===== src/hdl/mhpq_pkg.sv =====
package mhpq_pkg;

  localparam int unsigned CAPACITY = 64;
  localparam int unsigned IDX_W    = $clog2(CAPACITY);
  localparam int unsigned CNT_W    = 7;
  localparam int unsigned ID_W     = 16;
  localparam int unsigned PRIO_W   = 16;

  typedef enum logic [1:0] {
    STATUS_INSERTED = 2'd0,
    STATUS_FULL     = 2'd1,
    STATUS_REMOVED  = 2'd2,
    STATUS_EMPTY    = 2'd3
  } status_e;

  typedef enum logic {
    ACTION_INSERT = 1'b0,
    ACTION_REMOVE = 1'b1
  } action_e;

  typedef struct packed {
    logic [PRIO_W-1:0] prio;
    logic [ID_W-1:0]   id;
  } entry_t;

endpackage


===== src/hdl/mhpq_if.sv =====
interface mhpq_in_if import mhpq_pkg::*; ();
  logic              valid;
  logic              ready;
  logic              action;
  logic [ID_W-1:0]   job_id;
  logic [PRIO_W-1:0] job_priority;

  modport source (output valid, output action, output job_id, output job_priority,
                  input ready);
  modport sink (input valid, input action, input job_id, input job_priority,
                output ready);
endinterface

interface mhpq_out_if import mhpq_pkg::*; ();
  logic              valid;
  logic              ready;
  logic [1:0]        status;
  logic [ID_W-1:0]   out_job_id;
  logic [PRIO_W-1:0] out_priority;
  logic [CNT_W-1:0]  job_count;

  modport source (output valid, output status, output out_job_id, output out_priority,
                  output job_count, input ready);
  modport sink (input valid, input status, input out_job_id, input out_priority,
                input job_count, output ready);
endinterface


===== src/hdl/max_heap_priority_queue.sv =====
// Binary max-heap of 64 jobs held in a memory with one write and two read ports.
// A refused insert or an empty pop goes straight to the result state; an insert climbs from
// the new last slot toward the root and a pop sifts the last entry down from the root.
// Each level costs one registered memory read and one compare-and-write step; the
// input is ready only when idle.
// Reset empties the heap and clears the sequencer; heap contents are not cleared.
module max_heap_priority_queue import mhpq_pkg::*; (
  input  logic          clk_i,
  input  logic          rst_ni,
  mhpq_in_if.sink       in_i,
  mhpq_out_if.source    out_o
);

  localparam logic [2:0] S_IDLE  = 3'd0;
  localparam logic [2:0] S_UP    = 3'd1;
  localparam logic [2:0] S_UPCMP = 3'd2;
  localparam logic [2:0] S_POP   = 3'd3;
  localparam logic [2:0] S_DN    = 3'd4;
  localparam logic [2:0] S_DNCMP = 3'd5;
  localparam logic [2:0] S_OUT   = 3'd6;

  logic [2:0]        state_q, state_d;
  logic [IDX_W-1:0]  idx_q, idx_d;
  logic [CNT_W-1:0]  cnt_q, cnt_d;
  entry_t            cur_q, cur_d;
  status_e           status_q, status_d;
  entry_t            res_q, res_d;

  entry_t            heap_mem [CAPACITY];
  entry_t            rd_a_q, rd_b_q;
  logic [IDX_W-1:0]  rd_a_addr, rd_b_addr;
  logic              wr_en;
  logic [IDX_W-1:0]  wr_addr;
  entry_t            wr_data;

  logic [IDX_W-1:0]  parent_idx;
  logic [CNT_W-1:0]  left_idx, right_idx;
  logic              left_ok, right_ok, take_left, take_right;
  logic [PRIO_W-1:0] best_prio;

  assign parent_idx = (idx_q - IDX_W'(1)) >> 1;
  assign left_idx   = {idx_q, 1'b1};
  assign right_idx  = {idx_q, 1'b0} + CNT_W'(2);
  assign left_ok    = left_idx < cnt_q;
  assign right_ok   = right_idx < cnt_q;
  assign take_left  = left_ok && (rd_a_q.prio > cur_q.prio);
  assign best_prio  = take_left ? rd_a_q.prio : cur_q.prio;
  assign take_right = right_ok && (rd_b_q.prio > best_prio);

  always_comb begin
    state_d   = state_q;
    idx_d     = idx_q;
    cnt_d     = cnt_q;
    cur_d     = cur_q;
    status_d  = status_q;
    res_d     = res_q;
    rd_a_addr = left_idx[IDX_W-1:0];
    rd_b_addr = right_idx[IDX_W-1:0];
    wr_en     = 1'b0;
    wr_addr   = idx_q;
    wr_data   = cur_q;
    unique case (state_q)
      S_IDLE: begin
        if (in_i.valid) begin
          res_d = '0;
          if (in_i.action == ACTION_INSERT) begin
            if (cnt_q == CNT_W'(CAPACITY)) begin
              status_d = STATUS_FULL;
              state_d  = S_OUT;
            end else begin
              status_d = STATUS_INSERTED;
              cur_d    = '{prio: in_i.job_priority, id: in_i.job_id};
              idx_d    = cnt_q[IDX_W-1:0];
              cnt_d    = cnt_q + CNT_W'(1);
              state_d  = S_UP;
            end
          end else begin
            if (cnt_q == '0) begin
              status_d = STATUS_EMPTY;
              state_d  = S_OUT;
            end else begin
              status_d  = STATUS_REMOVED;
              rd_a_addr = '0;
              rd_b_addr = IDX_W'(cnt_q - CNT_W'(1));
              cnt_d     = cnt_q - CNT_W'(1);
              state_d   = S_POP;
            end
          end
        end
      end
      S_UP: begin
        if (idx_q == '0) begin
          wr_en   = 1'b1;
          state_d = S_OUT;
        end else begin
          rd_a_addr = parent_idx;
          state_d   = S_UPCMP;
        end
      end
      S_UPCMP: begin
        wr_en = 1'b1;
        if (rd_a_q.prio < cur_q.prio) begin
          wr_data = rd_a_q;
          idx_d   = parent_idx;
          state_d = S_UP;
        end else begin
          state_d = S_OUT;
        end
      end
      S_POP: begin
        res_d   = rd_a_q;
        cur_d   = rd_b_q;
        idx_d   = '0;
        state_d = S_DN;
      end
      S_DN: begin
        if (!left_ok) begin
          wr_en   = 1'b1;
          state_d = S_OUT;
        end else begin
          state_d = S_DNCMP;
        end
      end
      S_DNCMP: begin
        wr_en = 1'b1;
        if (take_right) begin
          wr_data = rd_b_q;
          idx_d   = right_idx[IDX_W-1:0];
          state_d = S_DN;
        end else if (take_left) begin
          wr_data = rd_a_q;
          idx_d   = left_idx[IDX_W-1:0];
          state_d = S_DN;
        end else begin
          state_d = S_OUT;
        end
      end
      S_OUT: begin
        if (out_o.ready) begin
          state_d = S_IDLE;
        end
      end
      default: begin
        state_d = S_IDLE;
      end
    endcase
  end

  always_ff @(posedge clk_i) begin
    if (wr_en) begin
      heap_mem[wr_addr] <= wr_data;
    end
    rd_a_q <= heap_mem[rd_a_addr];
    rd_b_q <= heap_mem[rd_b_addr];
  end

  always_ff @(posedge clk_i or negedge rst_ni) begin
    if (!rst_ni) begin
      state_q <= S_IDLE;
      cnt_q   <= '0;
    end else begin
      state_q <= state_d;
      cnt_q   <= cnt_d;
    end
  end

  always_ff @(posedge clk_i) begin
    idx_q    <= idx_d;
    cur_q    <= cur_d;
    status_q <= status_d;
    res_q    <= res_d;
  end

  assign in_i.ready         = (state_q == S_IDLE);
  assign out_o.valid        = (state_q == S_OUT);
  assign out_o.status       = status_q;
  assign out_o.out_job_id   = res_q.id;
  assign out_o.out_priority = res_q.prio;
  assign out_o.job_count    = cnt_q;

endmodule


===== src/flat_wrapper.sv =====
// flat-port wrapper written by rule: the top's interface ports become plain ports
module max_heap_priority_queue_flat import mhpq_pkg::*;
  (clk_i, rst_ni, in_i_valid, in_i_action, in_i_job_id, in_i_job_priority, in_i_ready, out_o_valid, out_o_status, out_o_out_job_id, out_o_out_priority, out_o_job_count, out_o_ready);
  mhpq_in_if in_i_i ();
  mhpq_out_if out_o_i ();
  input  logic clk_i;
  input  logic rst_ni;
  input wire logic [$bits(in_i_i.valid)-1:0] in_i_valid;
  input wire logic [$bits(in_i_i.action)-1:0] in_i_action;
  input wire logic [$bits(in_i_i.job_id)-1:0] in_i_job_id;
  input wire logic [$bits(in_i_i.job_priority)-1:0] in_i_job_priority;
  output wire logic [$bits(in_i_i.ready)-1:0] in_i_ready;
  output wire logic [$bits(out_o_i.valid)-1:0] out_o_valid;
  output wire logic [$bits(out_o_i.status)-1:0] out_o_status;
  output wire logic [$bits(out_o_i.out_job_id)-1:0] out_o_out_job_id;
  output wire logic [$bits(out_o_i.out_priority)-1:0] out_o_out_priority;
  output wire logic [$bits(out_o_i.job_count)-1:0] out_o_job_count;
  input wire logic [$bits(out_o_i.ready)-1:0] out_o_ready;
  assign in_i_i.valid = in_i_valid;
  assign in_i_i.action = in_i_action;
  assign in_i_i.job_id = in_i_job_id;
  assign in_i_i.job_priority = in_i_job_priority;
  assign in_i_ready = in_i_i.ready;
  assign out_o_valid = out_o_i.valid;
  assign out_o_status = out_o_i.status;
  assign out_o_out_job_id = out_o_i.out_job_id;
  assign out_o_out_priority = out_o_i.out_priority;
  assign out_o_job_count = out_o_i.job_count;
  assign out_o_i.ready = out_o_ready;
  max_heap_priority_queue u_core (.clk_i(clk_i), .rst_ni(rst_ni), .in_i(in_i_i), .out_o(out_o_i));
endmodule

===== config.mk =====
export PLATFORM = sky130hd
export DESIGN_NAME = max_heap_priority_queue_flat
export DESIGN_NICKNAME = d
export VERILOG_FILES = /design/src/hdl/mhpq_pkg.sv /design/src/hdl/mhpq_if.sv /design/src/hdl/max_heap_priority_queue.sv /design/src/flat_wrapper.sv
export SDC_FILE = /design/constraint.sdc
export NUM_CORES = 2
export LEC_CHECK = 0
export ABC_AREA = 1
export ABC_CLOCK_PERIOD_IN_PS = 5000
export BUFFER_PORTS_ARGS = -buffer_cell sky130_fd_sc_hd__buf_2
export CAP_MARGIN = 20
export CORE_MARGIN = 4
export CORE_UTILIZATION = 30
export DETAILED_ROUTE_END_ITERATION = 7
export GPL_TIMING_DRIVEN = 1
export HOLD_SLACK_MARGIN = 0.05
export PLACE_DENSITY_LB_ADDON = 0.1
export SLEW_MARGIN = 20
export SYNTH_ARGS = -nofsm -noshare
export SYNTH_HDL_FRONTEND = slang
export SYNTH_SLANG_ARGS = --single-unit

===== constraint.sdc =====
create_clock -name clk_i -period 5 [get_ports clk_i]
set_input_delay 0 -clock clk_i [delete_from_list [all_inputs] [get_ports clk_i]]
set_output_delay 0 -clock clk_i [all_outputs]
set_load 0.1 [all_outputs]

==> impl_results.md <==
- Pre-CTS WS: 0.1453 ns
- Max-cap violations: 0
- Layout overhead on the synthesized area: 17.11%
- Worst R2R Path Depth: 27
- Root buffer cell: clkbuf_16
- Worst-path clk slew: 0.06 ns
- CP Capture Type: flop
- Critical path arrival: 5.37 ns
- Die X-Extent: 629.4 um
- FF-to-FF End: u_core.heap_mem[19][0]
- Post-synth ARST share: 0.4558%
- Clock tree buffer depth: 4
- Syn_area_per_cell: ~8.8 sq um
- Routed Antenna Nets: 0
- Number of buffers created by CTS: 275
- Unrepaired setup endpoints after global routing: no
- Status: finished clean
- H-tree depth: 5
- Slew HR: 20.85%
- Seq/Total Area, Yosys: 56.28%
- Period utilization: 95.62%
- Design Area, Final: 135700 sq um
- Starting DRT DRC Count: 12730
- First-pass GRT wire length: 756500 um
- DRT Wirelength: 542500 um
- Post-Syn Area: 115800 sq um
- Final Max Tran Viols: 0
- CP peak stage delay: 0.39 ns
- Reg2reg setup slack: 0.22 ns
- Worst Path Buf+Inv: 8
- Die area: 396200 sq um
- Number of global-route vias before repair: roughly 97000
- Wire per inst: roughly 30 um
- Drt drc: 0
- Crit Path Max Fanout: 38
- IO Pins: 80
- Worst path most repeated cell: nand2_1
- Fin crit period: 4.781 ns
- Clk_lat worst skew: between 0.9 and 1 ns
- Crit path from: u_core.cur_q[31]
- Largest net degree at the start of global routing: 138
- Layout Nets: 13310
- Number of synthesized flops with an enable pin: 2120
- Core Area: 383400 sq um
- Setup violations, final: 0
- Syn nets: 13310
- Setup Skew: 0.03803 ns
- Final WS setup: roughly 0.22 ns
- Synth warn: 0
- Worst setup path endpoint: u_core.heap_mem[19][0]
- Worst path top cell family by delay: simple AND/OR/NAND/NOR gates
- Syn Inst Count: 13230
- GRT Overall Usage: a little over a quarter
- Fmax: 209.2 MHz
- Total iterations of the first detailed-routing run: 6
- Share of layout cells above drive strength 1: 10.40%
- CP Class: reg2reg
- Pwr/cell area: approximately 800 nW/um^2
- Post-synth top flop: edfxtp_1
- CTS tree: built
- Slowest cell on crit path: edfxtp_1
- Core Util, Final: a little over a third
- Reg2Reg Launch Point: u_core.cur_q[31]
- Initial antenna violation count: 31
- Initial Util: 30.21%
- Power Total: around 110 mW
- Stages on worst setup path: 27
- Worst Setup Start Kind: flop
- Gr ovfl total: 0
- Gpl congestion: between 0.8 and 0.9
- Min-delay worst type: in2reg
- Clock sinks: 2194
- Maximum resistive drop on vdd: 0.9645 mV
- Req. time, crit path: 5.59 ns
- Dpl cell area: ~130000 sq um
- Vias: around 100k
- Final Hold Fails: 0
- Post-DP HPWL: 304700 um
- Worst-Margin Slew: approximately 1.2 ns
- Post-synth cell types: 44
- Vias per cell: 5.546
- Port buffer count: 79
- Die Y: 629.4 um
- Row count: 227
- Leakage power: 54.41 nW
- Synth Register Bits: 2194
==> state kept, by name, indices dropped and copies added, names as in the netlist <==
signal                     count
u_core.cur_q                  32
u_core.out_o.job_count         7
u_core.rd_a_q                 32
u_core.state_q                 3
u_core.heap_mem             2048
u_core.out_o.out_job_id       16
u_core.idx_q                   6
u_core.out_o.out_priority     16
u_core.rd_b_q                 32
u_core.out_o.status            2
==> synth_stat cells, drive strengths merged (25+ instances only) <==
master	instances	area share (%)
nand2	4558	15
buf	611	2.6
nand3	2750	12
or2	203	1.1
ha	49	0.53
a22oi	25	0.16
o21ai	343	1.5
nand3b	167	1.1
clkbuf	399	1.3
nand4	30	0.16
o211ai	700	4.5
a21oi	49	0.22
dfxtp	64	1.1
nor2	148	0.49
inv	948	3.1
edfxtp	2120	55
==> layout make-up <==
type                            count  area [sq um]
Fill cell                       38510        247800
Sequential cell                  2194         65200
Multi-Input combinational cell   9073         43590
Timing Repair Buffer              730          8397
Clock buffer                      371          7626
Tap cell                         5038          6304
Inverter                          950          3605
Clock inverter                    119         935.9
Antenna cell                        6         15.01
==> power by group <==
| part | leakage, nW | internal [mW] | total [mW] | switching, mW |
|---|---|---|---|---|
| logic | 30.4 | 16.2 | 62.6 | 46.4 |
| clock network | 4.18 | 11.3 | 19.5 | 8.20 |
| registers | 19.8 | 25.5 | 26.3 | 0.761 |
| total | 54.4 | 53.0 | 108 | 55.3 |
==> metrics by stage <==
step           hold slack [ns]  instances  setup TNS (ns)
2_1_floorplan          -0.2956      13230          -5.090
3_3_place_gp          -0.09352      17930          -17.73
3_5_place_dp          -0.09104      17930               0
4_1_cts                0.05248      18470               0
5_1_grt                 0.1022      18480               0
6_report                0.1294      18480               0
==> layer usage <==
metal	global-route usage (%)	part of all wire [%]	wire length, um	vias up
met4	9.138	3.9	21020	14
met2	41.74	45	244000	5391
li1	-	-	-	45270
met1	36.14	43	232100	50780
met5	0	0.018	95	-
met3	4.629	8.3	45300	1043
==> timing repair <==
item | in CTS | in global routing
hold buffers | 57 | 0
setup endpoints to repair | 0 | 1591
gates resized for setup | 0 | 8
hold endpoints to repair | 62 | 0
buffers inserted | 0 | 1
==> layout by cell type (no fill, tap or decap), types with 57 or more instances in the layout <==
master and n:
nand2_1 4548, nand3_1 2717, edfxtp_1 2120, inv_1 934, o211ai_1 700, buf_4 357
o21ai_0 315, clkbuf_16 286, buf_12 234, or2_2 203, nand3b_1 167, buf_2 79
nor2_1 76, clkbuf_1 70, nor2_4 64, dfxtp_1 64, dlygate4sd3_1 57
==> logic make-up after synthesis <==
group           Yosys count  share of synthesized area (%)
compound gates         1131                          6.502
simple gates           7884                          29.66
xor+xnor                  9                        0.06805
flops                  2194                          56.28
buf+inv                1960                          6.965
fa+ha+maj                49                         0.5292
==> tightest hold or removal path, stage by stage <==
cell and delay, ns:
dlygate4sd3_1 0.53, buf_2 0.10, nand2_1 0.17, nand2_1 0.11
==> worst min path at each step <==
stage | endpoint | slack, ns | cells after the start | from
2_1_floorplan | u_core.out_o.job_count[0] | -0.30 | 0 | rst_ni
6_report | u_core.cur_q[3] | 0.13 | 4 | in_i_job_id[3]
3_3_place_gp | u_core.out_o.job_count[0] | -0.09 | 1 | rst_ni
4_1_cts | u_core.cur_q[20] | 0.05 | 4 | in_i_job_priority[4]
3_5_place_dp | u_core.state_q[1] | -0.09 | 1 | rst_ni
5_1_grt | u_core.cur_q[3] | 0.10 | 4 | in_i_job_id[3]
(Power assumes the default switching activity.)
